$ cat config.mk
export PLATFORM = sky130hd
export DESIGN_NAME = trapezoid_step_interval_generator
export DESIGN_NICKNAME = d
export VERILOG_FILES = /design/src/sv/tsig_pkg.sv /design/src/sv/trapezoid_step_interval_generator.sv
export SDC_FILE = /design/constraint.sdc
export NUM_CORES = 2
export LEC_CHECK = 0
export BUFFER_PORTS_ARGS = -buffer_cell sky130_fd_sc_hd__buf_2
export CELL_PAD_IN_SITES_DETAIL_PLACEMENT = 1
export CELL_PAD_IN_SITES_GLOBAL_PLACEMENT = 1
export CORE_AREA = 3 3 241 243
export CTS_BUF_LIST = sky130_fd_sc_hd__clkbuf_8
export CTS_CLUSTER_DIAMETER = 60
export CTS_CLUSTER_SIZE = 10
export DETAILED_ROUTE_END_ITERATION = 7
export DIE_AREA = 0 0 244 246
export GPL_TIMING_DRIVEN = 0
export PLACE_DENSITY_LB_ADDON = 0.1
export SETUP_SLACK_MARGIN = 0.4
export SLEW_MARGIN = 5
export SYNTH_ARGS = -nofsm -noshare
export SYNTH_HDL_FRONTEND = slang
export SYNTH_SLANG_ARGS = --single-unit
$ cat constraint.sdc
create_clock -name aclk -period 8.45 [get_ports aclk]
set_input_delay 0.845 -clock aclk [delete_from_list [all_inputs] [get_ports aclk]]
set_output_delay 0.845 -clock aclk [all_outputs]
set_load 0.05 [all_outputs]
$ cat src/sv/tsig_pkg.sv
// Shared types and constants for the trapezoid step interval generator.
// No dependencies; imported by trapezoid_step_interval_generator.
package tsig_pkg;

    localparam int CFG_INDEX_W   = 8;
    localparam int CFG_DATA_W    = 20;
    localparam int SPEED_W       = 16;
    localparam int ACCEL_W       = 20;
    localparam int STEPS_W       = 17;
    localparam int COUNT_W       = 16;
    localparam int DELAY_W       = 20;
    localparam int RADICAND_W    = 38;
    localparam int REM_W         = 22;
    localparam int QUO_W         = 32;
    localparam int ROOT_W        = 19;
    localparam int ITER_W        = 5;

    localparam logic [CFG_INDEX_W-1:0] REG_CRUISE_SPEED = 8'd0;
    localparam logic [CFG_INDEX_W-1:0] REG_ACCELERATION = 8'd1;

    localparam logic [SPEED_W-1:0] CRUISE_SPEED_RESET = 16'd3000;
    localparam logic [ACCEL_W-1:0] ACCELERATION_RESET = 20'd5000;

    localparam logic CMD_START = 1'b0;
    localparam logic CMD_STEP  = 1'b1;

    localparam logic [QUO_W-1:0]      BASE_SPEED_SQ  = 32'd10000;
    localparam logic [DELAY_W-1:0]    MICROS_PER_SEC = 20'd1000000;

    localparam logic [ITER_W-1:0] RAMP_DIV_LAST  = 5'd31;
    localparam logic [ITER_W-1:0] DELAY_DIV_LAST = 5'd19;
    localparam logic [ITER_W-1:0] SQRT_LAST      = 5'd18;

endpackage

$ cat src/sv/trapezoid_step_interval_generator.sv
// Trapezoidal motion profile step interval generator, top level.
// Depends on tsig_pkg for widths, register indexes and constants.
//
// A start beat (tuser 0) latches a signed step count and computes the ramp
// length with a restoring divider. A step beat (tuser 1) returns the
// direction, the microsecond delay after the pulse and a last-step flag.
// Ramp steps take one multiply, a square root and a divide; cruise steps
// skip the multiply and the root. A single shared subtract-and-compare unit
// performs every root and divide iteration, so one beat is in work at a
// time. The result sits in an output register, and the block stalls only
// when that register is still full and not being taken as the next result
// is ready.
module trapezoid_step_interval_generator (
    input  logic                                   aclk,
    input  logic                                   aresetn,
    input  logic                                   cfg_valid,
    output logic                                   cfg_ready,
    input  logic [tsig_pkg::CFG_INDEX_W-1:0]       cfg_index,
    input  logic [tsig_pkg::CFG_DATA_W-1:0]        cfg_data,
    input  logic                                   s_tvalid,
    output logic                                   s_tready,
    input  logic [23:0]                            s_tdata,  // [16:0] move_steps
    input  logic                                   s_tuser,  // [0] cmd
    output logic                                   m_tvalid,
    input  logic                                   m_tready,
    output logic [23:0]                            m_tdata,  // [0] direction, [20:1] wait_us
    output logic                                   m_tlast   // last_step
);
    import tsig_pkg::*;

    typedef enum logic [3:0] {
        S_IDLE, S_RMUL, S_RPREP, S_RDIV, S_RCLAMP,
        S_SMUL, S_SPREP, S_SQRT, S_DPREP, S_DIV, S_OUT
    } state_t;

    state_t                  state_reg;
    logic [SPEED_W-1:0]      cruise_reg;
    logic [ACCEL_W-1:0]      accel_reg;
    logic                    active_reg;
    logic                    dir_reg;
    logic [COUNT_W-1:0]      len_reg;
    logic [COUNT_W-1:0]      idx_reg;
    logic [COUNT_W-1:0]      ramp_reg;
    logic [COUNT_W-1:0]      term_reg;
    logic                    last_reg;
    logic [35:0]             prod_reg;
    logic [RADICAND_W-1:0]   num_reg;
    logic [REM_W-1:0]        rem_reg;
    logic [QUO_W-1:0]        quo_reg;
    logic [REM_W-2:0]        den_reg;
    logic [ROOT_W-1:0]       spd_reg;
    logic [ITER_W-1:0]       cnt_reg;
    logic                    m_valid_reg;
    logic                    m_dir_reg;
    logic [DELAY_W-1:0]      m_delay_reg;
    logic                    m_last_reg;

    logic [ACCEL_W-1:0]      eff_accel;
    logic [ACCEL_W-1:0]      mul_a;
    logic [COUNT_W-1:0]      mul_b;
    logic [35:0]             mul_p;
    logic                    sqrt_mode;
    logic [REM_W-1:0]        sub_a;
    logic [REM_W-1:0]        sub_b;
    logic [REM_W:0]          diff;
    logic                    ge;
    logic [STEPS_W-1:0]      raw;
    logic [STEPS_W-1:0]      mag17;
    logic [COUNT_W-1:0]      mag;
    logic [COUNT_W-1:0]      half_len;

    assign cfg_ready = 1'b1;
    assign s_tready  = (state_reg == S_IDLE);
    assign m_tvalid  = m_valid_reg;
    assign m_tdata   = {3'b000, m_delay_reg, m_dir_reg};
    assign m_tlast   = m_last_reg;

    assign eff_accel = (accel_reg == '0) ? {{(ACCEL_W-1){1'b0}}, 1'b1} : accel_reg;
    assign mul_a     = (state_reg == S_RMUL) ? {4'b0000, cruise_reg} : eff_accel;
    assign mul_b     = (state_reg == S_RMUL) ? cruise_reg : term_reg;
    assign mul_p     = {16'd0, mul_a} * {20'd0, mul_b};

    assign sqrt_mode = (state_reg == S_SQRT);
    always_comb begin
        if (sqrt_mode) begin
            sub_a = {rem_reg[REM_W-3:0], num_reg[RADICAND_W-1 -: 2]};
            sub_b = {quo_reg[REM_W-3:0], 2'b01};
        end else begin
            sub_a = {rem_reg[REM_W-2:0], num_reg[RADICAND_W-1]};
            sub_b = {1'b0, den_reg};
        end
    end
    assign diff = {1'b0, sub_a} - {1'b0, sub_b};
    assign ge   = ~diff[REM_W];

    assign raw      = s_tdata[STEPS_W-1:0];
    assign mag17    = raw[STEPS_W-1] ? (~raw + 17'd1) : raw;
    assign mag      = mag17[STEPS_W-1] ? 16'hFFFF : mag17[COUNT_W-1:0];
    assign half_len = {1'b0, len_reg[COUNT_W-1:1]};

    always_ff @(posedge aclk) begin
        if (!aresetn) begin
            state_reg   <= S_IDLE;
            cruise_reg  <= CRUISE_SPEED_RESET;
            accel_reg   <= ACCELERATION_RESET;
            active_reg  <= 1'b0;
            dir_reg     <= 1'b0;
            len_reg     <= '0;
            idx_reg     <= '0;
            ramp_reg    <= '0;
            m_valid_reg <= 1'b0;
        end else begin
            if (cfg_valid) begin
                unique case (cfg_index)
                    REG_CRUISE_SPEED: cruise_reg <= cfg_data[SPEED_W-1:0];
                    REG_ACCELERATION: accel_reg  <= cfg_data[ACCEL_W-1:0];
                    default: ;
                endcase
            end
            if (m_valid_reg && m_tready && (state_reg != S_OUT)) begin
                m_valid_reg <= 1'b0;
            end

            unique case (state_reg)
                S_IDLE: begin
                    if (s_tvalid) begin
                        if (s_tuser == CMD_START) begin
                            if (mag == '0) begin
                                active_reg <= 1'b0;
                            end else begin
                                dir_reg    <= ~raw[STEPS_W-1];
                                len_reg    <= mag;
                                idx_reg    <= '0;
                                active_reg <= 1'b1;
                                state_reg  <= S_RMUL;
                            end
                        end else if (active_reg) begin
                            last_reg <= ({1'b0, idx_reg} + 17'd1) >= {1'b0, len_reg};
                            if (({1'b0, idx_reg} + 17'd1) >= {1'b0, len_reg}) begin
                                active_reg <= 1'b0;
                            end
                            idx_reg <= idx_reg + 16'd1;
                            if (idx_reg < ramp_reg) begin
                                term_reg  <= idx_reg;
                                state_reg <= S_SMUL;
                            end else if (idx_reg >= len_reg - ramp_reg) begin
                                term_reg  <= len_reg - 16'd1 - idx_reg;
                                state_reg <= S_SMUL;
                            end else begin
                                spd_reg   <= (cruise_reg == '0) ? 19'd1 : {3'b000, cruise_reg};
                                state_reg <= S_DPREP;
                            end
                        end
                    end
                end
                S_RMUL: begin
                    prod_reg  <= mul_p;
                    state_reg <= S_RPREP;
                end
                S_RPREP: begin
                    rem_reg <= '0;
                    quo_reg <= '0;
                    den_reg <= {eff_accel, 1'b0};
                    cnt_reg <= RAMP_DIV_LAST;
                    num_reg <= {prod_reg[QUO_W-1:0] - BASE_SPEED_SQ, 6'd0};
                    if (prod_reg[QUO_W-1:0] > BASE_SPEED_SQ) begin
                        state_reg <= S_RDIV;
                    end else begin
                        state_reg <= S_RCLAMP;
                    end
                end
                S_RDIV, S_DIV: begin
                    rem_reg <= ge ? diff[REM_W-1:0] : sub_a;
                    quo_reg <= {quo_reg[QUO_W-2:0], ge};
                    num_reg <= {num_reg[RADICAND_W-2:0], 1'b0};
                    cnt_reg <= cnt_reg - 5'd1;
                    if (cnt_reg == '0) begin
                        state_reg <= (state_reg == S_RDIV) ? S_RCLAMP : S_OUT;
                    end
                end
                S_RCLAMP: begin
                    if (quo_reg > {16'd0, half_len}) begin
                        ramp_reg <= half_len;
                    end else begin
                        ramp_reg <= quo_reg[COUNT_W-1:0];
                    end
                    state_reg <= S_IDLE;
                end
                S_SMUL: begin
                    prod_reg  <= mul_p;
                    state_reg <= S_SPREP;
                end
                S_SPREP: begin
                    num_reg   <= {6'd0, BASE_SPEED_SQ} + {1'b0, prod_reg, 1'b0};
                    rem_reg   <= '0;
                    quo_reg   <= '0;
                    cnt_reg   <= SQRT_LAST;
                    state_reg <= S_SQRT;
                end
                S_SQRT: begin
                    rem_reg <= ge ? diff[REM_W-1:0] : sub_a;
                    quo_reg <= {quo_reg[QUO_W-2:0], ge};
                    num_reg <= {num_reg[RADICAND_W-3:0], 2'b00};
                    cnt_reg <= cnt_reg - 5'd1;
                    if (cnt_reg == '0) begin
                        spd_reg   <= {quo_reg[ROOT_W-2:0], ge};
                        state_reg <= S_DPREP;
                    end
                end
                S_DPREP: begin
                    rem_reg   <= '0;
                    quo_reg   <= '0;
                    den_reg   <= {2'b00, spd_reg};
                    num_reg   <= {MICROS_PER_SEC, 18'd0};
                    cnt_reg   <= DELAY_DIV_LAST;
                    state_reg <= S_DIV;
                end
                S_OUT: begin
                    if (!m_valid_reg || m_tready) begin
                        m_valid_reg <= 1'b1;
                        m_dir_reg   <= dir_reg;
                        m_delay_reg <= quo_reg[DELAY_W-1:0];
                        m_last_reg  <= last_reg;
                        state_reg   <= S_IDLE;
                    end
                end
                default: state_reg <= S_IDLE;
            endcase
        end
    end

endmodule
# Word level (Yosys, flattened, before mapping)
# Cells that the tools add are included.
[classes] addsub=10 multipliers=1 magnitude_cmp=5 eq_ne=24 n_mux=46 bitwise_logic=5 reduce_logical=35
[op_table] op="38-bit case mux with 5 select lines" count=1
[op_table] op="16-bit 2-to-1 mux" count=9
[op_table] op="19-bit 2-to-1 mux" count=6
[op_table] op="21-bit case mux with 2 select lines" count=2
[op_table] op="32-bit case mux with 2 select lines" count=1
[op_table] op="22-bit 2-to-1 mux" count=2
[op_table] op="20-bit 2-to-1 mux" count=2
[op_table] op="4-bit 2-to-1 mux" count=10
[op_table] op="14-bit by 37-bit adder with 38-bit output, first input constant" count=1
[op_table] op="19-bit case mux with 2 select lines" count=1
[op_table] op="20-bit by 16-bit multiplier with 36-bit output" count=1
[op_table] op="4-bit case mux with 9 select lines" count=1
[op_table] op="32-bit by 14-bit > comparator with 1-bit output, second input constant" count=1
[op_table] op="32-bit by 15-bit > comparator with 1-bit output" count=1
[op_table] op="16-bit zero test" count=2
[op_table] op="16-bit subtractor" count=2
[op_table] op="32-bit by 14-bit subtractor with 32-bit output, second input constant" count=1
[op_table] op="22-bit by 22-bit subtractor with 23-bit output" count=1
[op_table] op="21-bit 2-to-1 mux" count=1
[op_table] op="20-bit zero test" count=1
[op_table] op="5-bit case mux with 4 select lines" count=1
[op_table] op="16-bit by 1-bit adder with 17-bit output, second input constant" count=1
[op_table] op="17-bit by 1-bit adder with 17-bit output, second input constant" count=1
[op_table] op="17-bit by 16-bit >= comparator with 1-bit output" count=1
[op_table] op="other kinds (37)" count=75
[totals] reg_bits=302 input_bits=58 output_inout_bits=28

# Logic depth before layout (Yosys ltp)
[logic_depth] depth_word=9 depth_mapped=31 depth_no_buf=29

# Worst setup path after synthesis
# Ideal clock, no wire load.
[synth_path] kind="register to register" from="reg state_reg[0]" to="reg prod_reg[35] (data pin)" arrival_time_ps=6924 required_time_ps=8190 path_slack_ps=1266 path_stages_with_launch=29 synth_period_minus_slack_ps=7184 cell_sequence="dfxtp_1 -> clkbuf_1 -> nand2b_1 -> nor3_1 -> clkbuf_1 -> clkbuf_1 -> nand2_1 -> nand2_1 -> clkbuf_1 -> nand2_1 -> fa_1 -> inv_1 -> fa_1 -> fa_1 -> fa_1 -> fa_1 -> inv_1 -> fa_1 -> inv_1 -> ha_1 -> and3_1 -> a22o_1 -> nor4b_1 -> o21ai_0 -> nand3_1 -> o21ai_0 -> a21oi_1 -> a31oi_1 -> xnor2_1"
[synth_between] elab_chain_cells=3
[synth_lines] item="start: declaration" line_no="trapezoid_step_interval_generator.sv:36" rtl="state_t state_reg;"
[synth_lines] item="start signal: assignment" line_no="trapezoid_step_interval_generator.sv:178" rtl="state_reg <= (state_reg == S_RDIV) ? S_RCLAMP : S_OUT;"
[synth_lines] item="4-bit by 1-bit equality test with 1-bit output *" line_no="trapezoid_step_interval_generator.sv:79, trapezoid_step_interval_generator.sv:80"
[synth_lines] item="20-bit 2-to-1 mux or 16-bit 2-to-1 mux (tied branches)" line_no="trapezoid_step_interval_generator.sv:79, trapezoid_step_interval_generator.sv:80"
[synth_lines] item="20-bit by 16-bit multiplier with 36-bit output *" line_no="trapezoid_step_interval_generator.sv:81" rtl="assign mul_p = {16'd0, mul_a} * {20'd0, mul_b};"
[synth_lines] item="via mul_p[35]" line_no="trapezoid_step_interval_generator.sv:61" rtl="logic [35:0] mul_p;"
[synth_lines] item="end signal: assignment" line_no="trapezoid_step_interval_generator.sv:157" rtl="prod_reg <= mul_p;"
[synth_lines] item="end signal: assignment" line_no="trapezoid_step_interval_generator.sv:190" rtl="prod_reg <= mul_p;"
[synth_lines] item="end: declaration" line_no="trapezoid_step_interval_generator.sv:46" rtl="logic [35:0] prod_reg;"
# Mark *: on every way through the listed nets, which the timed path passes. The rest lies on a longest branch.
# A chain may end at the register's enable or synchronous reset.

# Final worst setup path
[layout_path] from="reg accel_reg[5]" to="reg prod_reg[35] (data pin)"
[layout_between] elab_chain_cells=4
[layout_lines] item="start: declaration" line_no="trapezoid_step_interval_generator.sv:38" rtl="logic [ACCEL_W-1:0] accel_reg;"
[layout_lines] item="start signal: assignment" line_no="trapezoid_step_interval_generator.sv:116" rtl="REG_ACCELERATION: accel_reg <= cfg_data[ACCEL_W-1:0];"
[layout_lines] item="20-bit zero test" line_no="trapezoid_step_interval_generator.sv:78" rtl="assign eff_accel = (accel_reg == '0) ? {{(ACCEL_W-1){1'b0}}, 1'b1} : accel_reg;"
[layout_lines] item="20-bit 2-to-1 mux *" line_no="trapezoid_step_interval_generator.sv:78"
[layout_lines] item="20-bit 2-to-1 mux *" line_no="trapezoid_step_interval_generator.sv:79" rtl="assign mul_a = (state_reg == S_RMUL) ? {4'b0000, cruise_reg} : eff_accel;"
[layout_lines] item="20-bit by 16-bit multiplier with 36-bit output *" line_no="trapezoid_step_interval_generator.sv:81"
[layout_lines] item="via mul_p[35]" line_no="trapezoid_step_interval_generator.sv:61"
# Marks and branches as above.

==> impl_metrics.py <==
metrics = {
    "place": {
        "place_ws_ns": -0.8041,
        "io_buffers": 70,
        "dp_hpwl_mm": 80.37,
        "place_congestion": 0.9519,
    },
    "setup_path": {
        "crit_required_ns": 8.79,
        "path_common_cell": "fa_1",
        "end_kind": "register",
        "path_delay_family": "adder cells",
        "critPathBufInv": 4,
        "worstReg2RegStart": "accel_reg[5]$_SDFFE_PN0P_",
        "crit_slowest_cell": "fa_1",
        "cp-start-kind": "register",
        "max_stage_delay_ns": 0.56,
        "reg2reg_depth": 27,
        "cp_data_arrival_time_ns": 8.11,
        "r2r_slack_ns": 0.68,
        "path_class": "reg -> reg",
        "rr_endpoint": "prod_reg[35]$_DFFE_PP_",
        "cp_max_fo": 7,
    },
    "clock_network": {
        "cts_buffer_depth": 3,
        "cts_num_sinks": 301,
        "ctsHoldBuffers": 0,
        "htreeDepth": 2,
        "cts_tree": "yes",
        "clock-root-buffer": "clkbuf_8",
        "numCtsBuffers": 40,
        "clk_pin_slew_ns": 0.08,
        "insertion_delay_ns": 0.62,
    },
    "route": {
        "drtIter0Drc": 2008,
        "wl_mm": 100.8,
        "vias": 24390,
        "ant_nets": 0,
        "first_pass_iters": 6,
        "drc": 0,
        "avgViaCountPerCell": 5.938,
        "post_drt_wl_per_cell_um": 24.55,
    },
    "finish": {
        "seqCellArea_um2": 8128,
        "drive_gt1_frac": 0.08759,
        "multi_input_area_um2": 18910,
        "largest_reg_flops": 37,
        "nets": 3859,
        "area_delta_synth_final_pct": 10.18,
        "fillers": 6574,
    },
    "worst_hold_path": {
        "hp-start": "last_reg$_DFFE_PP_",
        "holdPathEnd": "m_tlast$_DFFE_PP_",
        "hold_depth": 0,
        "hp-class": "reg -> reg",
    },
    "global_routing": {
        "grt_usage": 0.3378,
        "grt_overflow": 0,
        "grt_max_degree": 32,
        "first_global_vias": 26030,
        "grt_pass1_wl_mm": 155.1,
        "antenna_found_initial": 8,
    },
    "timing": {
        "skew_ns": 0.03846,
        "slew_viol_final": 0,
        "worstMarginPinSlew_ns": 1.208,
        "period_minus_slack_ns": 7.772,
        "relSlewSlack": 0.1870,
        "rsz0062_at_grt": "false",
        "setup_viol": 0,
        "fmax_mhz": 128.7,
        "setup_slack_ns": 0.6777,
        "tns_ns": 0,
        "min_period_over_period": 0.9198,
        "hold_viol_final": 0,
    },
    "floorplan": {
        "io_pins": 86,
        "core_area_um2": 56170,
        "initial_utilization": 0.5086,
        "fp.dieW_um": 244,
        "die_height_um": 246,
        "rows": 87,
        "die-area_um2": 60020,
    },
    "yosys": {
        "netlist_area_um2": 28570,
        "synth_flop_cell": "edfxtp_1",
        "yosysWarnings": 0,
        "syn_inst": 3179,
        "synth_seq_cells": 301,
        "synth_cell_types": 81,
        "syn_area_per_cell_um2": 8.986,
        "synth_edf_count": 210,
        "async_flop_share": 0,
        "yosysSeqAreaShare": 0.2845,
    },
    "run_status": {
        "status": "complete, no violations",
    },
    "flow_run": {
        "drv_cap": 0,
    },
}
## worst max path at each step
stage	from	to	slack (ns)	cells after the start
final	accel_reg[5]$_SDFFE_PN0P_	prod_reg[35]$_DFFE_PP_	0.68	27
after global routing	state_reg[3]$_SDFFE_PN0P_	prod_reg[35]$_DFFE_PP_	0.37	28
after CTS	state_reg[3]$_SDFFE_PN0P_	prod_reg[35]$_DFFE_PP_	0.41	28
after detailed placement	state_reg[0]$_SDFFE_PN0P_	prod_reg[34]$_DFFE_PP_	-0.80	26
after global placement	state_reg[0]$_SDFFE_PN0P_	prod_reg[34]$_DFFE_PP_	-0.66	26
after floorplan	state_reg[0]$_SDFFE_PN0P_	prod_reg[35]$_DFFE_PP_	1.27	28
## synthesized netlist by cell type (6+ instances only)
library cell	instances	share of area
or2_2	12	0.0026
a221o_1	6	0.0021
inv_1	360	0.047
clkbuf_1	116	0.015
xnor2_1	97	0.030
edfxtp_1	210	0.22
a21o_1	38	0.010
nand3b_1	11	0.0029
and3_1	41	0.0090
nand4_1	23	0.0050
ha_1	230	0.10
nand3_1	39	0.0068
a31oi_1	14	0.0031
nor3_1	47	0.0082
nor3b_1	6	0.0016
mux2i_1	72	0.025
o211ai_1	8	0.0021
a311oi_1	12	0.0037
dfxtp_1	91	0.064
a222oi_1	20	0.0070
or3_1	16	0.0035
o41ai_1	7	0.0021
o21bai_1	6	0.0016
xor2_1	60	0.018
a21boi_0	21	0.0055
buf_1	8	0.0011
nand2b_1	22	0.0048
o21ai_0	87	0.015
a211oi_1	34	0.0089
nand2_1	498	0.065
and2_1	28	0.0061
o21a_1	18	0.0047
nor2_1	329	0.043
fa_1	253	0.18
nor4_1	22	0.0048
nor2b_1	55	0.012
a21oi_1	171	0.030
## cell type report
| class | count | area share |
|---|---|---|
| Tap cell | 756 | 0.03005 |
| Clock inverter | 24 | 0.006798 |
| Inverter | 361 | 0.04305 |
| Sequential cell | 301 | 0.2582 |
| Clock buffer | 45 | 0.01968 |
| Buffer | 137 | 0.02210 |
| Timing Repair Buffer | 95 | 0.01876 |
| Antenna cell | 6 | 0.0004770 |
| Multi-Input combinational cell | 2382 | 0.6008 |
## per-stage QoR
step	hold slack, ns	instances	util	cell area (um2)
floorplan	0.4003	3181	-	28570
global placement	0.4090	4007	0.5318	29870
detailed placement	0.4459	4017	0.5346	30030
CTS	0.4388	4088	0.5534	31080
global route	0.4631	4107	0.5603	31470
finish	0.4623	4107	0.5603	31470
## routing by layer
layer,vias to the layer above,wire (um),global-route usage
met3,202,7406,0.06040
met1,12420,43890,0.4646
met5,-,0,0
met2,816,45690,0.5367
li1,10950,-,-
met4,0,3838,0.1246
## logic make-up after synthesis
kind of cell | after synthesis | share of synthesized area
AND/OR/NAND/NOR | 1174 | 0.1839
buffers and inverters | 498 | 0.06732
AO/OA/AOI/OAI | 491 | 0.1122
adder cells (fa/ha/maj) | 483 | 0.2780
flip-flops | 301 | 0.2845
XOR/XNOR | 157 | 0.04814
multiplexers | 73 | 0.02562
other | 2 | 0.0002629
## placed cells by master (no fill, tap or decap), types with 18 or more instances in the layout
| cell type | Yosys | routed |
|---|---|---|
| o21ai_0 | 87 | 85 |
| nand2_1 | 498 | 479 |
| nand4_1 | 23 | 23 |
| a222oi_1 | 20 | 20 |
| nor2_1 | 329 | 324 |
| dfxtp_1 | 91 | 91 |
| nor3_1 | 47 | 43 |
| inv_1 | 360 | 373 |
| xnor2_1 | 97 | 97 |
| and2_1 | 28 | 27 |
| xor2_1 | 60 | 60 |
| buf_2 | 4 | 79 |
| mux2i_1 | 72 | 72 |
| a21oi_1 | 171 | 146 |
| a21o_1 | 38 | 36 |
| ha_1 | 230 | 229 |
| buf_4 | 5 | 32 |
| nor4_1 | 22 | 20 |
| fa_1 | 253 | 253 |
| nand3_1 | 39 | 39 |
| clkbuf_1 | 116 | 83 |
| edfxtp_1 | 210 | 210 |
| nor2b_1 | 55 | 54 |
| and3_1 | 41 | 41 |
| nand2b_1 | 22 | 21 |
| o21a_1 | 18 | 18 |
| clkbuf_8 | 0 | 45 |
| a21boi_0 | 21 | 20 |
| a211oi_1 | 34 | 33 |
## worst register-to-register path: cells and delay by family (launching register included)
kind,cells,cell delay (ns)
AOI/OAI and AO/OA,7,1.30
xor gates and xnor gates,1,0.16
adders and majority gates,7,3.56
buffers and inverters,4,0.42
DFF,1,0.43
and+or+nand+nor,8,1.62
## timing repair
action	in CTS	in global routing
hold endpoints to repair	0	0
setup endpoints to repair	22	18
gates resized for setup	73	112
pin swaps	1	10
buffers inserted	2	13
Power is left out: the tool's default activity adds up to more than one toggle a clock period on the data nets, which glitch-free logic cannot reach.
